File: config.mk
export PLATFORM = sky130hd
export DESIGN_NAME = tops_front_flat
export DESIGN_NICKNAME = d
export VERILOG_FILES = /design/src/sv/tops_pkg.sv /design/src/sv/tops_if.sv /design/src/sv/tops_front.sv /design/src/flat_wrapper.sv
export SDC_FILE = /design/constraint.sdc
export NUM_CORES = 1
export LEC_CHECK = 0
export BUFFER_PORTS_ARGS = -buffer_cell sky130_fd_sc_hd__buf_2
export CAP_MARGIN = 40
export CORE_AREA = 2 2 114 116
export DETAILED_ROUTE_END_ITERATION = 16
export DIE_AREA = 0 0 116 118
export SYNTH_ARGS = -nofsm -noshare
export SYNTH_HDL_FRONTEND = slang
export SYNTH_SLANG_ARGS = --single-unit
File: constraint.sdc
create_clock -name vclk -period 0.8
set_input_delay 0.08 -clock vclk [all_inputs]
set_output_delay 0.08 -clock vclk [all_outputs]
set_load 0.005 [all_outputs]
File: src/sv/tops_pkg.sv
// Package of the timed output pulse table: sizes, operation and status codes,
// the command and table entry types, and the sequencer state type.
// Depends on nothing; the front end, queue, back end, top and testbench import it.
`default_nettype none

package tops_pkg;

    localparam int SLOTS       = 8;
    localparam int SYSTEMS     = 4;
    localparam int MCODE_LIMIT = 100;
    localparam int MAX_WRITES  = 8;
    localparam int QUEUE_DEPTH = 2;

    localparam int SLOT_W  = (SLOTS > 1) ? $clog2(SLOTS) : 1;
    localparam int CNT_W   = $clog2(SLOTS + 1);
    localparam int SYS_W   = (SYSTEMS > 1) ? $clog2(SYSTEMS) : 1;
    localparam int ENTRIES = SYSTEMS * SLOTS;
    localparam int ADDR_W  = (ENTRIES > 1) ? $clog2(ENTRIES) : 1;
    localparam int WR_W    = $clog2(MAX_WRITES + 1);
    localparam int QPTR_W  = (QUEUE_DEPTH > 1) ? $clog2(QUEUE_DEPTH) : 1;
    localparam int QCNT_W  = $clog2(QUEUE_DEPTH + 1);

    localparam logic [9:0] MCODE_IO_SET = 10'd999;

    localparam logic [1:0] OP_BLOCK  = 2'd0;
    localparam logic [1:0] OP_POLL   = 2'd1;
    localparam logic [1:0] OP_CANCEL = 2'd2;

    localparam logic [1:0] ALARM_INVALID  = 2'b01;
    localparam logic [1:0] ALARM_OVERFLOW = 2'b10;

    localparam logic KIND_STATUS = 1'b0;
    localparam logic KIND_WRITE  = 1'b1;

    typedef enum logic [1:0] {
        ST_OK,
        ST_INVALID,
        ST_OVERFLOW
    } tops_status_t;

    typedef enum logic [2:0] {
        CMD_NONE,
        CMD_INVALID,
        CMD_STORE,
        CMD_POLL,
        CMD_CANCEL,
        CMD_IGNORE
    } tops_cmd_kind_t;

    typedef struct packed {
        tops_cmd_kind_t    kind;
        logic [SYS_W-1:0]  sys;
        logic [7:0]        port;
        logic [31:0]       level;
        logic [31:0]       mask;
        logic [31:0]       duration;
        logic [31:0]       now;
    } tops_cmd_t;

    typedef struct packed {
        logic      valid;
        tops_cmd_t cmd;
    } tops_push_t;

    typedef struct packed {
        logic [7:0]  port;
        logic [31:0] level;
        logic [31:0] mask;
        logic [31:0] duration;
        logic [31:0] start;
    } tops_entry_t;

    typedef enum logic [1:0] {
        BS_IDLE,
        BS_SCAN,
        BS_EVAL,
        BS_DONE
    } tops_bstate_t;

endpackage

`default_nettype wire

File: src/sv/tops_if.sv
// Channel interfaces of the timed output pulse table: the request channel
// and the result channel, each with valid, ready and payload.
// Depends on nothing.
`default_nettype none

interface tops_item_if;
    logic        valid;
    logic        ready;
    logic [1:0]  operation;
    logic [1:0]  system;
    logic [9:0]  mcode;
    logic        post_action;
    logic [7:0]  port;
    logic [31:0] level;
    logic [31:0] bit_mask;
    logic [31:0] duration;
    logic [31:0] now;

    modport source (output valid, operation, system, mcode, post_action, port, level,
                    bit_mask, duration, now, input ready);
    modport sink (input valid, operation, system, mcode, post_action, port, level,
                  bit_mask, duration, now, output ready);
endinterface


`default_nettype wire

File: src/sv/tops_front.sv
// Front end of the timed output pulse table: takes requests and classifies
// them into commands for the back end. Depends on tops_pkg and tops_if.
`default_nettype none

module tops_front
    import tops_pkg::*;
(
    tops_item_if.sink        items,
    input  wire logic        full,
    output tops_push_t       push
);

    tops_cmd_kind_t kind;
    logic           sys_ok;

    assign sys_ok = (32'(items.system) < 32'(SYSTEMS));

    always_comb
    begin
        kind = CMD_NONE;
        if (!sys_ok)
        begin
            kind = CMD_IGNORE;
        end
        else
        begin
            unique case (items.operation)
                OP_BLOCK:
                begin
                    // Code zero is a block without an M code.
                    if (items.mcode == 10'd0)
                    begin
                        kind = CMD_NONE;
                    end
                    else if (items.mcode >= 10'(MCODE_LIMIT) && items.mcode != MCODE_IO_SET)
                    begin
                        kind = CMD_INVALID;
                    end
                    else if (items.post_action && items.mcode == MCODE_IO_SET)
                    begin
                        kind = CMD_STORE;
                    end
                end
                OP_POLL:   kind = CMD_POLL;
                OP_CANCEL: kind = CMD_CANCEL;
                default:   kind = CMD_NONE;
            endcase
        end
    end

    assign items.ready       = !full;
    assign push.valid        = items.valid && !full;
    assign push.cmd.kind     = kind;
    assign push.cmd.sys      = SYS_W'(items.system);
    assign push.cmd.port     = items.port;
    assign push.cmd.level    = items.level;
    assign push.cmd.mask     = items.bit_mask;
    assign push.cmd.duration = items.duration;
    assign push.cmd.now      = items.now;

endmodule

`default_nettype wire

File: src/flat_wrapper.sv
// flat-port wrapper written by rule: the top's interface ports become plain ports
module tops_front_flat import tops_pkg::*;
  (full, push, items_valid, items_operation, items_system, items_mcode, items_post_action, items_port, items_level, items_bit_mask, items_duration, items_now, items_ready);
  tops_item_if items_i ();
  input  wire logic full;
  output tops_push_t push;
  input wire logic [$bits(items_i.valid)-1:0] items_valid;
  input wire logic [$bits(items_i.operation)-1:0] items_operation;
  input wire logic [$bits(items_i.system)-1:0] items_system;
  input wire logic [$bits(items_i.mcode)-1:0] items_mcode;
  input wire logic [$bits(items_i.post_action)-1:0] items_post_action;
  input wire logic [$bits(items_i.port)-1:0] items_port;
  input wire logic [$bits(items_i.level)-1:0] items_level;
  input wire logic [$bits(items_i.bit_mask)-1:0] items_bit_mask;
  input wire logic [$bits(items_i.duration)-1:0] items_duration;
  input wire logic [$bits(items_i.now)-1:0] items_now;
  output wire logic [$bits(items_i.ready)-1:0] items_ready;
  assign items_i.valid = items_valid;
  assign items_i.operation = items_operation;
  assign items_i.system = items_system;
  assign items_i.mcode = items_mcode;
  assign items_i.post_action = items_post_action;
  assign items_i.port = items_port;
  assign items_i.level = items_level;
  assign items_i.bit_mask = items_bit_mask;
  assign items_i.duration = items_duration;
  assign items_i.now = items_now;
  assign items_ready = items_i.ready;
  tops_front u_core (.items(items_i), .full(full), .push(push));
endmodule
# Yosys cells after proc, flatten, opt, wreduce, memory -nomap -nowiden
# Cells that the tools add are included.
[classes]
shift = 0
n_mux = 4
order_cmp = 1
n_reduce_logical = 6
n_mul = 0
eq_ne = 4
add_sub_neg = 0
bitwise = 0
div_mod_pow = 0
[ops]
columns = ["op", "n"]
rows = [
  ["10-bit equality test (second input constant)", 1],
  ["10-bit by 7-bit greater-or-equal comparator with 1-bit output (second input constant)", 1],
  ["10-bit logical NOT", 1],
  ["10-bit != test (second input constant)", 1],
  ["3-bit one-hot mux with 3 select lines", 1],
  ["3-bit 2-to-1 mux", 2],
  ["1-bit logical AND", 3],
  ["2-bit by 1-bit equality test with 1-bit output (second input constant)", 1],
  ["2-bit equality test (second input constant)", 1],
  ["2-bit logical NOT", 1],
  ["2-bit 2-to-1 mux", 1],
  ["1-bit logical NOT", 1],
]
[totals]
mem_count = 0
elab_cells = 15
latch_bits = 0
rom_bits = 0
ramBits = 0
ff_bits = 0
out_inout_bits = 143

# Longest topological paths before layout
# Gate-level depths: netlist of run 1.
[depth]
word_depth = 6
ltp_mapped = 3
depth_no_buf = 3

# Worst setup path before layout of run 1
# Ideal clock, no wire load.
[synth_path]
path_type = "in2out"
start = "in items_mcode[2]"
end = "out push[139] (netlist name)"
t_required_ns = 0.720
path_buffers = 0
cell_stages = 3
t_arrival_ns = 0.751
setup_slack_ns = -0.031
path_cell_list = "nand4_1 or3b_1 o32ai_2"
[synth_lines]
columns = ["element", "line_no", "source"]
rows = [
  ["from (decl)", "flat_wrapper.sv:10", "input wire logic [$bits(items_i.mcode)-1:0] items_mcode;"],
  ["to (decl)", "flat_wrapper.sv:6", "output tops_push_t push;"],
]

==> impl_metrics.tcl, run 1 <==
set metrics [dict create \
    die_y_um 118 \
    holdCritStartpoint "items_now[25]" \
    die_x_um 116 \
    cts_hold_buffers 0 \
    p_leak_nw 0.1236 \
    fmax_ghz 0.9419 \
    violations "negative setup slack" \
    drc_errors 0 \
    n_antenna_cell 0 \
    p_switching_w 0.00004379 \
    core-area_mm2 0.01241 \
    critPathKind "input pin to output pin" \
    grt_setup_unrepaired "yes" \
    finalHoldViolCount 0 \
    final_area_um2 447.9 \
    grt_pass1_vias 524 \
    grt_overflow 0 \
    place_area_um2 421.7 \
    syn_inst 151 \
    setup_viol 2 \
    max_cap_viol_count 0 \
    area_growth_syn_to_layout_pct -60.27 \
    combPwrFrac 1.000 \
    powerDensity_mw_per_mm2 236.4 \
    register_area_um2 0 \
    outcome "complete, but fails checks" \
    whs_path_depth 0 \
    drv_slew 0 \
    fin_nets 190 \
    ys_types 11 \
    crit_arrival_ns 0.98 \
    dr_total_vias 447 \
    gp_congestion 0.7128 \
    n_clock_buffer 0 \
    slew_headroom 0.8479 \
    final_common_cell "buf_2" \
    tightest_slew_ns 0.2261 \
    max-vdd-ir-drop_mv 0.07575 \
    critPathBufInv 2 \
    routed.top_layer "met4" \
    drive_above_1_share 0.7143 \
    cts_setup_buffers 0 \
    avgSynthCellArea_um2 7.466 \
    layout_common_cells "buf_2 (17), buf_6 (3)" \
    drtIter0Drc 17 \
    final_util 0.03608 \
    clockPowerShare 0 \
    fin_crit_sh 1.327 \
    wl_per_cell_um 18.73 \
    slowest_stage "or3b_1" \
    end_kind "output pin" \
    initial_core_util 0.09081 \
    route.met3.wl_um 1448 \
    wl_um 3877 \
    whs_endpoint "push[25]" \
    ant_nets 0 \
    p_seq_frac 0 \
    crit_path_max_fanout 2 \
    io_pins 296 \
    crit_chain "buf_6, nand4_1, or3b_1, o32ai_2, buf_2" \
    critPathTopFamily "simple AND/OR/NAND/NOR gates" \
    p_int_w 0.00006213 \
    io_buffers 20 \
    drt-met1-wl_um 240 \
    grt_pass1_wl_um 4512 \
    firstDrtPassIters 2 \
    antenna_found_initial 0 \
    slowest_delay_ns 0.37 \
    required_ns 0.72 \
    seq_area_frac_synth 0 \
    synth_area_mm2 0.001127 \
    grt_usage 0.04894 \
    setup_slack_ns -0.2617 \
    power_switching_share 0.4134 \
    viasPerCell 2.159 \
    synth.yosys.warnings 0 \
    wl_met2_um 1448 \
    seq_cell_count 0 \
    die_area_mm2 0.01369 \
    fin_crit_ns 1.062 \
    hold_path.class "input pin to output pin" \
    worst_hold_slack_ns 0.1600 \
    syn_nets 304 \
    rows 41 \
    cp-start-kind "input pin" \
    grt_max_degree 4 \
]
## cell type report
| cell class | instances | area (um2) |
|---|---|---|
| Fill cell | 1529 | 11970 |
| Multi-Input combinational cell | 11 | 91.34 |
| Tap cell | 172 | 215.2 |
| Timing Repair Buffer | 22 | 133.9 |
| Inverter | 2 | 7.507 |
## what timing repair did
action | 4_1_cts | 5_1_grt
pin swaps | 1 | 0
endpoints found under the hold margin | 0 | 0
gates resized for setup | 5 | 0
endpoints found under the setup margin | 2 | 2
## Yosys cell counts (all sizes together)
cell / n / area share
or3b: 1 / 0.0078
nor3: 1 / 0.0044
nor2b: 2 / 0.011
inv: 2 / 0.0067
or2: 1 / 0.0056
nand4: 2 / 0.011
nor4: 1 / 0.0056
buf: 138 / 0.92
a221oi: 1 / 0.0078
o32ai: 1 / 0.014
o211ai: 1 / 0.0067
## metrics by stage
| stage | TNS (ns) | total power (W) | cells | worst slack, ns |
|---|---|---|---|---|
| 3_3_place_gp | -0.4718 | 0.00009449 | 207 | -0.3083 |
| 2_1_floorplan | -0.03090 | 0.0005825 | 151 | -0.03090 |
| 4_1_cts | -0.3843 | 0.0001077 | 207 | -0.2752 |
| 3_5_place_dp | -0.4722 | 0.00009516 | 207 | -0.3143 |
| 6_report | -0.3615 | 0.0001059 | 207 | -0.2617 |
| 5_1_grt | -0.5437 | 0.0001149 | 207 | -0.3510 |
## worst max path at each step
stage	start	end	slack (ns)	cells past startpoint
6_report	items_mcode[2]	push[139]	-0.26	5
5_1_grt	items_mcode[2]	push[139]	-0.35	5
4_1_cts	items_mcode[2]	push[139]	-0.28	5
3_5_place_dp	items_mcode[2]	push[139]	-0.31	5
3_3_place_gp	items_mcode[2]	push[139]	-0.31	5
2_1_floorplan	items_mcode[2]	push[139]	-0.03	3
## layer usage
metal	global-route usage	vias to the layer above
met5	0	-
met3	0.07570	86
met1	0.008062	122
met2	0.06396	142
met4	0.08705	0
li1	-	97
## power by group through the flow
stage / combinational [W] / clock, W / sequential [W]
2_1_floorplan: 0.000582 / 0 / 0
5_1_grt: 0.000115 / 0 / 0
3_5_place_dp: 0.0000952 / 0 / 0
4_1_cts: 0.000108 / 0 / 0
3_3_place_gp: 0.0000945 / 0 / 0
6_report: 0.000106 / 0 / 0
## kinds of logic after synthesis
| kind of cell | share of synthesized area |
|---|---|
| compound gates | 0.02886 |
| buf+inv | 0.9256 |
| simple gates | 0.04551 |
Power figures use the tool's default switching activity.
==> inputs of run 2 (changes only) <==
==> constraint.sdc (replaced) <==
create_clock -name vclk -period 0.8
set_input_delay 0.08 -clock vclk [all_inputs]
set_output_delay 0.08 -clock vclk [all_outputs]
set_load 0.01 [all_outputs]
==> run 2 against run 1 <==
- the run still ends with negative setup slack left
- fmax down 0.90%
- non-clock buffer count unchanged
- utilization up 0.10 points
- critical path depth unchanged
- combinational power up 10%
- count of clock-buffer cells in the layout unchanged
- cell count unchanged
- via count up 0.67%
- hold slack about the same
- wire length up 0.15%
- critical endpoint unchanged
- highest routed layer unchanged
==> impl_metrics.tcl, run 2 (synthesis results as in run 1) <==
set metrics [dict create \
    crit_path_max_fanout 2 \
    area_growth_syn_to_layout_pct -59.16 \
    drtIter0Drc 20 \
    ant_nets 0 \
    crit_arrival_ns 0.99 \
    antenna_found_initial 0 \
    fin_crit_sh 1.339 \
    grt_pass1_vias 524 \
    fillers 1523 \
    grt_overflow 0 \
    combPwrFrac 1.000 \
    cp-start-kind "input pin" \
    drive_above_1_share 0.7143 \
    grt_setup_unrepaired "yes" \
    rows 41 \
    initial_core_util 0.09081 \
    n_clock_buffer 0 \
    core-area_mm2 0.01241 \
    fmax_ghz 0.9334 \
    violations "negative setup slack" \
    hold_path.class "input pin to output pin" \
    critPathLaunch "items_mcode[2]" \
    crit_path_end "push[139]" \
    cts_setup_buffers 0 \
    wl_um 3883 \
    viasPerCell 2.174 \
    end_kind "output pin" \
    critPathKind "input pin to output pin" \
    p_switching_w 0.00004898 \
    p_leak_nw 0.1278 \
    layout_common_cells "buf_2 (15), buf_6 (5)" \
    clockPowerShare 0 \
    powerDensity_mw_per_mm2 254.6 \
    dr_total_vias 450 \
    p_int_w 0.00006825 \
    required_ns 0.72 \
    final_area_um2 460.4 \
    die_y_um 118 \
    fin_nets 190 \
    fin_crit_ns 1.071 \
    tightest_slew_ns 0.2254 \
    place_area_um2 421.7 \
    max_cap_viol_count 0 \
    grt_usage 0.04862 \
    power_switching_share 0.4178 \
    drv_slew 0 \
    n_antenna_cell 0 \
    die_area_mm2 0.01369 \
    seq_cell_count 0 \
    io_buffers 20 \
    outcome "complete, but fails checks" \
    die_x_um 116 \
    firstDrtPassIters 2 \
    final_common_cell "buf_2" \
    register_area_um2 0 \
    p_seq_frac 0 \
    finalHoldViolCount 0 \
    drc_errors 0 \
    wl_per_cell_um 18.76 \
    gp_congestion 0.7126 \
    slew_headroom 0.8484 \
    setup_slack_ns -0.2713 \
    max-vdd-ir-drop_mv 0.06552 \
    setup_viol 2 \
    grt_max_degree 4 \
    multi_input_area_um2 91.34 \
    setup_tns_ns -0.3924 \
    io_pins 296 \
    grt_pass1_wl_um 4498 \
]
run 2: final cells by class:
type	count	area share
Multi-Input combinational cell	11	0.1984
Tap cell	172	0.4674
Inverter	2	0.01630
Timing Repair Buffer	22	0.3179
run 2: per-stage QoR:
stage,instances,total power [W],util,hold slack (ns),setup WS (ns)
floorplan,151,0.0007393,-,0.2035,-0.08880
global placement,207,0.0001000,0.03396,0.1601,-0.3263
detailed placement,207,0.0001001,0.03396,0.1601,-0.3133
CTS,207,0.0001186,0.03709,0.1601,-0.2751
global route,207,0.0001254,0.03709,0.1600,-0.3194
finish,207,0.0001172,0.03709,0.1600,-0.2713
run 2: worst min path at each step:
stage / cells past startpoint / to / start / slack [ns]
after global placement: 0 / push[15] / items_now[15] / 0.16
final: 0 / push[25] / items_now[25] / 0.16
after CTS: 0 / push[15] / items_now[15] / 0.16
after global routing: 0 / push[5] / items_now[5] / 0.16
after floorplan: 1 / items_ready / full / 0.20
after detailed placement: 0 / push[15] / items_now[15] / 0.16
run 2: critical path, stage by stage:
cell and delay [ns]:
buf_6 0.08, nand4_1 0.10, or3b_1 0.37, o32ai_2 0.19
buf_2 0.17
run 2: power by group through the flow:
stage | Clock, W | Sequential (W) | Combinational, W
floorplan | 0 | 0 | 0.000739
global placement | 0 | 0 | 0.000100
detailed placement | 0 | 0 | 0.000100
CTS | 0 | 0 | 0.000119
global route | 0 | 0 | 0.000125
finish | 0 | 0 | 0.000117
run 2: per-layer routing:
metal / track usage / share of wire / vias up / routed length, um
li1: - / - / 97 / -
met1: 0.007442 / 0.065 / 125 / 251
met2: 0.06067 / 0.36 / 140 / 1404
met3: 0.07673 / 0.37 / 88 / 1447
met4: 0.09152 / 0.20 / 0 / 780
met5: 0 / 0 / - / 0
run 2: repair_timing:
item | in CTS | in global routing
setup endpoints to repair | 2 | 2
hold buffers | 0 | 0
gates cloned | 0 | 0
pin swaps | 1 | 0
gates resized for setup | 7 | 0
