==> src/sv/tops_pkg.sv <==
// Package of the timed output pulse table: sizes, operation and status codes,
// the command and table entry types, and the sequencer state type.
// Depends on nothing; the front end, queue, back end, top and testbench import it.
`default_nettype none

package tops_pkg;

    localparam int SLOTS       = 8;
    localparam int SYSTEMS     = 4;
    localparam int MCODE_LIMIT = 100;
    localparam int MAX_WRITES  = 8;
    localparam int QUEUE_DEPTH = 2;

    localparam int SLOT_W  = (SLOTS > 1) ? $clog2(SLOTS) : 1;
    localparam int CNT_W   = $clog2(SLOTS + 1);
    localparam int SYS_W   = (SYSTEMS > 1) ? $clog2(SYSTEMS) : 1;
    localparam int ENTRIES = SYSTEMS * SLOTS;
    localparam int ADDR_W  = (ENTRIES > 1) ? $clog2(ENTRIES) : 1;
    localparam int WR_W    = $clog2(MAX_WRITES + 1);
    localparam int QPTR_W  = (QUEUE_DEPTH > 1) ? $clog2(QUEUE_DEPTH) : 1;
    localparam int QCNT_W  = $clog2(QUEUE_DEPTH + 1);

    localparam logic [9:0] MCODE_IO_SET = 10'd999;

    localparam logic [1:0] OP_BLOCK  = 2'd0;
    localparam logic [1:0] OP_POLL   = 2'd1;
    localparam logic [1:0] OP_CANCEL = 2'd2;

    localparam logic [1:0] ALARM_INVALID  = 2'b01;
    localparam logic [1:0] ALARM_OVERFLOW = 2'b10;

    localparam logic KIND_STATUS = 1'b0;
    localparam logic KIND_WRITE  = 1'b1;

    typedef enum logic [1:0] {
        ST_OK,
        ST_INVALID,
        ST_OVERFLOW
    } tops_status_t;

    typedef enum logic [2:0] {
        CMD_NONE,
        CMD_INVALID,
        CMD_STORE,
        CMD_POLL,
        CMD_CANCEL,
        CMD_IGNORE
    } tops_cmd_kind_t;

    typedef struct packed {
        tops_cmd_kind_t    kind;
        logic [SYS_W-1:0]  sys;
        logic [7:0]        port;
        logic [31:0]       level;
        logic [31:0]       mask;
        logic [31:0]       duration;
        logic [31:0]       now;
    } tops_cmd_t;

    typedef struct packed {
        logic      valid;
        tops_cmd_t cmd;
    } tops_push_t;

    typedef struct packed {
        logic [7:0]  port;
        logic [31:0] level;
        logic [31:0] mask;
        logic [31:0] duration;
        logic [31:0] start;
    } tops_entry_t;

    typedef enum logic [1:0] {
        BS_IDLE,
        BS_SCAN,
        BS_EVAL,
        BS_DONE
    } tops_bstate_t;

endpackage

`default_nettype wire

==> src/sv/tops_queue.sv <==
// Short command queue between the front end and the back end.
// Depends on tops_pkg.
`default_nettype none

module tops_queue
    import tops_pkg::*;
(
    input  wire logic       clk,
    input  wire logic       rst_n,
    input  wire tops_push_t push,
    output logic            full,
    output tops_push_t      head,
    input  wire logic       pop
);

    tops_cmd_t         mem_reg [QUEUE_DEPTH];
    logic [QPTR_W-1:0] wr_ptr_reg;
    logic [QPTR_W-1:0] wr_ptr_next;
    logic [QPTR_W-1:0] rd_ptr_reg;
    logic [QPTR_W-1:0] rd_ptr_next;
    logic [QCNT_W-1:0] cnt_reg;
    logic [QCNT_W-1:0] cnt_next;
    logic              do_pop;

    assign full       = (cnt_reg == QCNT_W'(QUEUE_DEPTH));
    assign head.valid = (cnt_reg != '0);
    assign head.cmd   = mem_reg[rd_ptr_reg];
    assign do_pop     = pop && head.valid;

    always_comb
    begin
        wr_ptr_next = wr_ptr_reg;
        rd_ptr_next = rd_ptr_reg;
        cnt_next    = cnt_reg;
        if (push.valid)
        begin
            wr_ptr_next = (wr_ptr_reg == QPTR_W'(QUEUE_DEPTH - 1)) ? '0 : wr_ptr_reg + 1'b1;
        end
        if (do_pop)
        begin
            rd_ptr_next = (rd_ptr_reg == QPTR_W'(QUEUE_DEPTH - 1)) ? '0 : rd_ptr_reg + 1'b1;
        end
        if (push.valid && !do_pop)
        begin
            cnt_next = cnt_reg + 1'b1;
        end
        else if (!push.valid && do_pop)
        begin
            cnt_next = cnt_reg - 1'b1;
        end
    end

    always_ff @(posedge clk or negedge rst_n)
    begin
        if (!rst_n)
        begin
            wr_ptr_reg <= '0;
            rd_ptr_reg <= '0;
            cnt_reg    <= '0;
        end
        else
        begin
            wr_ptr_reg <= wr_ptr_next;
            rd_ptr_reg <= rd_ptr_next;
            cnt_reg    <= cnt_next;
        end
    end

    always_ff @(posedge clk)
    begin
        if (push.valid)
        begin
            mem_reg[wr_ptr_reg] <= push.cmd;
        end
    end

endmodule

`default_nettype wire

==> config.mk <==
export PLATFORM = sky130hd
export DESIGN_NAME = tops_queue
export DESIGN_NICKNAME = d
export VERILOG_FILES = /design/src/sv/tops_pkg.sv /design/src/sv/tops_queue.sv
export SDC_FILE = /design/constraint.sdc
export NUM_CORES = 1
export LEC_CHECK = 0
export BUFFER_PORTS_ARGS = -buffer_cell sky130_fd_sc_hd__buf_2
export CORE_MARGIN = 2
export CORE_UTILIZATION = 42
export CTS_BUF_LIST = sky130_fd_sc_hd__clkbuf_2
export DETAILED_ROUTE_END_ITERATION = 16
export GPL_TIMING_DRIVEN = 0
export PLACE_DENSITY = 0.71
export SLEW_MARGIN = 20
export SYNTH_ARGS = -nofsm -noshare
export SYNTH_HDL_FRONTEND = slang
export SYNTH_SLANG_ARGS = --single-unit
==> constraint.sdc <==
create_clock -name clk -period 22.2 [get_ports clk]
set_clock_uncertainty 0.15 [all_clocks]
set_input_delay 1.11 -clock clk [delete_from_list [all_inputs] [get_ports clk]]
set_output_delay 1.11 -clock clk [all_outputs]
set_load 0.01 [all_outputs]
; Word level (Yosys, flattened, before mapping)
; Memories as Yosys holds them, arrays and structs flattened.
; Cells that the tools add are included.
; W data, S select, Z words.
[classes]
n_addsub = 4
eq_ne = 1
n_mux = 6
n_reduce_logical = 7
[op_table]
columns = cell, count
row1 = $mux W1, 4
row2 = $mux W2, 2
row3 = $reduce_bool A2 Y1, 2
row4 = $logic_and A1 B1 Y1, 3
row5 = $add A1 B1 Y1 const B, 2
row6 = $add A2 B1 Y2 const B, 1
row7 = $eq A2 B2 Y1 const B, 1
row8 = $logic_not A1 Y1, 2
row9 = $sub A2 B1 Y2 const B, 1
[totals]
reg_bits = 4
ram_bits = 282
in_bits = 145
out_inout_bits = 143
elab_cells = 22
memories = 1
[mem_list]
columns = name, words, word_bits, read_ports, rd_ports_with_merged_regs, wr, line
row1 = mem_reg, 2, 141, 1, 0, 1, tops_queue.sv:16  ; tops_cmd_t mem_reg [QUEUE_DEPTH];

; Depth between registers and ports, before layout
; Gate-level depths: netlist (run 1).
[logic_depth]
ltp_word = 5
ltp_mapped = 6
mapped_depth_nobuf = 6

; Least setup slack after synthesis (run 1)
; No wires, ideal clock.
[synth_path]
kind = input to register
start = input port push[141] (netlist bit)
end = memory mem_reg[0][0] (netlist bit), enable pin
setup_time_ps = 660
t_arrival_ps = 7213
required_time_ps = 21390
path_slack_ps = 14176
stages = 1
path_buffers = 0
path_cell_list = nor2b_1
[synth_between]
elab_chain_cells = 2
[synth_rtl]
columns = element, line
row1 = from (decl), tops_queue.sv:10  ; input wire tops_push_t push,
row2 = $mux W1, tops_queue.sv:71  ; if (push.valid)
row3 = $mux W1 (implied by the code), tops_queue.sv:73  ; mem_reg[wr_ptr_reg] <= push.cmd;
row4 = to (decl), tops_queue.sv:16
; Every way passes these cells.

==> summary.txt, run 1 <==
Timing
  – Tightest Pin Transition: 0.5401 ns
  – Final hold vios: 0
  – Peak Freq: 296.6 MHz
  – Minimum clock period: 3.371 ns
  – Final worst path period share: 15.19%
  – Final setup vio count: 0
  – RSZ-0062 raised after global routing: no
  – Worst Hold Slack: 0.3432 ns
  – Slew HR: 63.92%
  – Setup TNS: 0 ns
  – Max-slew violations: 0

Layout
  – FILL cells: 2150
  – FF/Latch Area: 8568 um^2
  – Share of cells above drive strength 1: 64.57%
  – Commonest non-fill, non-tap cells in the layout: buf_2 (293), edfxtp_1 (282), clkbuf_2 (103)
  – Commonest non-fill, non-tap cell in the layout: buf_2
  – Number of nets in the layout: 973
  – Area growth syn-to-layout: 25.50%
  – Final non-filler cell total: 1209
  – Max FFs per register: 282
  – Multi-input logic area: 1987 um^2
  – Cell area after layout: 13410 um^2

Route
  – DRT antenna net count: 0
  – Detailed-route vias per instance: 4.608
  – DR WL/cell: 17.03 um
  – Via count: 5571
  – Post-route DRC: 0
  – Final WL: 20600 um
  – DR iter-0 viols: 307
  – Drt pass-1 iters: 4

Global route
  – Largest net degree at the start of global routing: 45
  – Initial antenna violation count: 4
  – First-pass GRT wire length: 30990 um
  – Via count of the first global-routing pass: 5965
  – GR Overflow Total: 0
  – Gr usage total: 15.19%

Clock network
  – Clk buf depth: 3
  – Clock sink count: 286
  – Clk_lat worst skew: 0.78 ns
  – Post-CTS setup buffer count: 0
  – CTS Buf Count: 73
  – Clock-pin slew on the worst setup and hold paths: 0.11 ns
  – CTS tree: yes
  – Post_cts resized: 0
  – CTS Hold Buffers Added: 1
  – Root Driver: clkbuf_2
  – H-tree depth: 3

Pwr
  – LEAKAGE: 0.005428 uW
  – Switching pwr: 499.6 uW
  – Switching share of total power: 30.63%
  – VDD IR max: 0.06907 mV
  – Sequential power share: 45.2%
  – Power Density: 121.6 nW/um^2
  – Clock network fraction of total power: 20.6%
  – Int Power: 1131 uW
  – Logic pwr share: 34.2%

Logic synthesis
  – Syn_nets: 601
  – Syn_area_per_cell: 23.49 um^2
  – Sequential share of the synthesized area: 80.17%
  – #FFs+latches synth: 286
  – Most area-consuming cells after synthesis: edfxtp_1 (79%), mux2_4 (11%), mux2_2 (6.4%)
  – Synthesized cell area: 10690 um^2
  – Gate Count Post-Synth: 455
  – Area leader, netlist: edfxtp_1
  – Netlist cell types: 14
  – Share of the synthesized area in the top cell type: 79.23%
  – Ys Warns: 0

Floorplan
  – DIE AREA: 26740 um^2
  – Initial Utilization: 42.57%
  – Die Span Y: 163.5 um
  – Core area: 25110 um^2
  – I/O pins: 288
  – Floorplan row count: 58
  – DIE WIDTH: 163.5 um

Placement
  – Area after DPL: 12760 um^2
  – Cells after DPL: 1081
  – # port buffers: 287
  – Post-DP HPWL: 13950 um
  – Final GP Congestion: 0.7139

Critical path
  – Worst setup SP type: flip-flop
  – Crit path DAT: 2.11 ns
  – Worst EP required: 20.94 ns
  – Crit path max fanout: 10
  – Worst r2r path cells: 4
  – Crit. End Element: output port
  – Critical Setup Path Class: flip-flop to output port

Job
  – # Max-Cap Violations: 0

Run status
  – Status: finished, final reports clean

Min path
  – HP Class: input port to flip-flop
  – WHS Path Cells: 1
-- final cells by class --
type	count	area share, %
Multi-Input combinational cell	153	14.81
Buffer	16	1.063
Antenna cell	4	0.07463
Sequential cell	286	63.88
Timing Repair Buffer	297	12.41
Clock buffer	103	3.843
Clock inverter	20	0.8395
Tap cell	330	3.078
-- power groups by stage --
| stage | clock network (uW) | registers (uW) | logic [uW] |
|---|---|---|---|
| after global placement | 0 | 783 | 540 |
| after floorplan | 0 | 766 | 358 |
| after global routing | 380 | 746 | 601 |
| after CTS | 354 | 739 | 570 |
| final | 335 | 737 | 558 |
| after detailed placement | 0 | 751 | 569 |
-- logic make-up after synthesis --
group | after synthesis | share of synthesized area [%]
flip-flops | 286 | 80.17
multiplexers | 141 | 17.67
buffers and inverters | 16 | 1.335
AND/OR/NAND/NOR | 6 | 0.3044
XOR/XNOR | 5 | 0.4098
adder cells (fa/ha/maj) | 1 | 0.1170
-- per-stage QoR --
stage          util [%]  power (uW)  worst slack [ns]
2_1_floorplan         -        1124             14.18
3_3_place_gp      49.93        1322             10.01
3_5_place_dp      50.84        1320             19.29
4_1_cts           53.38        1663             18.67
5_1_grt           53.40        1727             18.64
6_report          53.42        1631             18.83
-- final timing paths --
kind | from | endpoint | slack (ns)
worst min-delay path | push[36] | mem_reg[0][36] | 0.34
worst min register to register | cnt_reg[1] | cnt_reg[1] | 0.36
max in group asynchronous | rst_n | cnt_reg[1] | 21.20
min in group asynchronous | rst_n | cnt_reg[0] | 0.54
worst max register to register | wr_ptr_reg | mem_reg[0][93] | 20.14
worst max-delay path | rd_ptr_reg | head[59] | 18.83
-- worst max-delay path: stages (launching register included) --
cell and delay [ns]:
dfrtp_1 0.35, buf_6 0.13, buf_6 0.21, buf_6 0.21, mux2_4 0.31, buf_2 0.15
-- cell usage after synthesis --
master    number
nor2b_1        2
buf_6         10
xnor2_1        2
nor2_1         1
mux2_4        80
ha_1           1
mux2_2        61
or2_2          1
and2_1         1
nand2_1        1
xor2_1         3
buf_2          6
edfxtp_1     282
dfrtp_1        4
-- routing by layer --
layer  up-vias  GRT usage (%)  share of wire [%]
met5         -              0              0.068
met4         2          6.699                2.0
met3        37          6.552                9.9
met2       238          25.14                 50
met1      2696          17.13                 38
li1       2598              -                  -
(Power assumes the default switching activity.)
==> run 2, diff against run 1 <==
- ABC_AREA: unset -> 1
- clock period: 22.2 -> 3.45 ns (I/O delays scaled with it)
==> run 2 against run 1 <==
Total power rose to 6.8 times the previous value. Highest routed layer is now met4. Routed wire length rose by 38%. Register-to-register slack got worse by 19 ns. Sequential power grew to 6.5 times the previous value. Count of clock-buffer cells in the layout shrank 1. Worst setup slack worse by 18 ns. Combinational power rose to 7.3 times the previous value. Final area up 20%. Critical path depth increased by 2. Largest power group unchanged. Area after synthesis decreased by 1.8%. Utilization increased by 12 points.
==> summary.txt, run 2 <==
Logic synthesis
  – Count leader, synth: nand2_1
  – Netlist cell types: 14
  – Most area-consuming cells after synthesis: edfxtp_1 (81%), nand2_1 (15%), buf_6 (1.1%)
  – Post-Synth Adder-Cell Area: 0.1192%
  – Synth Flop Type: edfxtp_1
  – Synth Area in XOR/XNOR: 0.1669%
  – Syn_area_per_cell: 13.73 um^2
  – Syn_nets: 910
  – Synthesized cell area: 10490 um^2
  – #FFs+latches synth: 286
  – Commonest cells post-synth: nand2_1 (432), edfxtp_1 (282), buf_2 (20)
  – Ys Warns: 0
  – Post-synthesis compound-gate area fraction: 0%
  – Area leader, netlist: edfxtp_1
  – Ys async rst share: 1.399%
  – Post-synth EDFFs: 282
  – Sequential share of the synthesized area: 81.66%
  – Simple-gate share of the synthesized area: 15.68%
  – Gate Count Post-Synth: 764
  – Largest family of logic cells by synthesized area: simple AND/OR/NAND/NOR gates
  – Post-synthesis mux area share: 0%
  – Share of the synthesized area in the top cell type: 80.71%

Run status
  – Status: finished, final reports clean

Route
  – Drt pass-1 iters: 4
  – Detailed-route vias per instance: 4.625
  – Via count: 8275
  – DRT antenna net count: 0
  – Final WL: 28450 um
  – DR iter-0 viols: 486
  – Post-route DRC: 0
  – DR WL/cell: 15.90 um

Floorplan
  – Die Span Y: 162.1 um
  – DIE AREA: 26260 um^2
  – Initial Utilization: 43.02%
  – Floorplan row count: 57
  – DIE WIDTH: 162.1 um
  – I/O pins: 288
  – Core area: 24390 um^2

Min path
  – Hold Path Sink: rd_ptr_reg
  – HP Start: pop
  – HP Class: input port to flip-flop
  – WHS Path Cells: 4

Pwr
  – Pwr Total: 11010 uW
  – Power Density: 685.8 nW/um^2
  – LEAKAGE: 0.007093 uW
  – VDD IR max: 0.4984 mV

Timing
  – Slew HR: 61.74%
  – Final hold vios: 0
  – Peak Freq: 423.7 MHz
  – Final setup vio count: 0
  – Tightest Pin Transition: 0.5726 ns
  – RSZ-0062 raised after global routing: no
  – Minimum clock period: 2.360 ns
  – Final worst path period share: 68.41%
  – Max-slew violations: 0

Clock network
  – Post-CTS setup buffer count: 0
  – Post_cts resized: 0
  – H-tree depth: 3
  – Root Driver: clkbuf_2
  – CTS Hold Buffers Added: 287
  – Clk buf depth: 3
  – Clk_lat worst skew: 0.75 ns
  – CTS tree: yes
  – Clock-pin slew on the worst setup and hold paths: 0.08 ns
  – Clock sink count: 286
  – CTS Buf Count: 71

Critical path
  – Worst r2r path cells: 5
  – Critical Setup Path Class: flip-flop to output port
  – Worst r2r dst: mem_reg[0][128]
  – Reg2Reg Launch Point: wr_ptr_reg
  – Crit. End Element: output port
  – Crit path DAT: 2.04 ns
  – R2R Setup Slk: 1.23 ns
  – Crit path max fanout: 10
  – Worst setup SP type: flip-flop
  – Worst EP required: 3.13 ns

Global route
  – First-pass GRT wire length: 44090 um
  – Gr usage total: 21.65%
  – Via count of the first global-routing pass: 8712
  – Largest net degree at the start of global routing: 34
  – GR Overflow Total: 0
  – Initial antenna violation count: 1

Layout
  – Final non-filler cell total: 1789
  – Commonest non-fill, non-tap cell in the layout: nand2_1
  – Commonest non-fill, non-tap cells in the layout: nand2_1 (432), buf_2 (307), dlygate4sd3_1 (287)
  – Area growth syn-to-layout: 53.04%
  – Max FFs per register: 282
  – FILL cells: 1707
  – Number of nets in the layout: 1568
  – Share of cells above drive strength 1: 30.05%
  – FF/Latch Area: 8568 um^2
  – Multi-input logic area: 1683 um^2

Job
  – # Max-Cap Violations: 0

Placement
  – Cells after DPL: 1386
  – Final GP Congestion: 0.7512
  – Post-DP HPWL: 15260 um
  – # port buffers: 287
==> run 2: cell count changes after synthesis, sizes merged, moves of 2 or more <==
| cell | change |
|---|---|
| inv | +7 |
| nand3 | +2 |
| mux2 | -141 |
| buf | +15 |
| nand2 | +431 |
| nor2b | -2 |
| xor2 | -2 |
==> run 2: worst max-delay path, cell delays in order, from the launching register on <==
cell and delay, ns:
dfrtp_1 0.36, buf_4 0.18, inv_4 0.10, buf_6 0.20
buf_6 0.17, nand2_1 0.06, nand2_1 0.06, buf_2 0.16
==> run 2: where the power goes <==
part / total, uW / internal, uW / switching (uW)
registers: 4760 / 4590 / 167
logic: 4090 / 1560 / 2530
clock network: 2160 / 852 / 1310
==> run 2: logic make-up (layout without fill, tap and decap cells) <==
kind of cell  count (synthesis)  after routing
other cells                   0              1
fa+ha+maj                     1              1
flops                       286            286
buf+inv                      38            738
simple gates                437            437
xor+xnor                      2              2
==> run 2: metrics by stage <==
stage                     worst slack [ns]  hold slack, ns  utilization [%]  setup TNS (ns)  cell area [um^2]
final                                1.090          0.1145            65.84               0             16060
after global routing                0.8561         0.03207            65.84               0             16060
after CTS                           0.9337        0.004484            65.83               0             16060
after detailed placement             1.225         -0.1593            51.64               0             12600
after global placement             -0.9618         -0.1657            50.62         -244.62             12350
after floorplan                     0.3076         -0.2731                -               0             10500
==> run 2: final cells by class <==
class / count / area share [%]
tap: 324 / 2.525
sequential: 286 / 53.36
antenna: 1 / 0.01558
clock buffer: 102 / 3.179
inverter: 7 / 0.2026
buffer: 31 / 1.371
timing repair buffer: 585 / 28.39
clock inverter: 13 / 0.4753
multi-input combinational: 440 / 10.48
==> run 2: routing by layer <==
metal  track usage (%)  vias up  wire, um
met1             23.43     3901     10220
li1                  -     3937         -
met5                 0        -         0
met4             11.06        0      1069
met2             38.90      352     15210
met3             5.899       85      1961
==> run 2: worst max-delay path by stage <==
stage                           from             end  slack, ns
after floorplan           wr_ptr_reg   mem_reg[1][0]       0.31
after global placement    wr_ptr_reg  mem_reg[1][96]      -0.96
after detailed placement  wr_ptr_reg  mem_reg[0][96]       1.22
after CTS                 rd_ptr_reg       head[118]       0.93
after global routing      rd_ptr_reg        head[84]       0.86
final                     rd_ptr_reg       head[118]       1.09
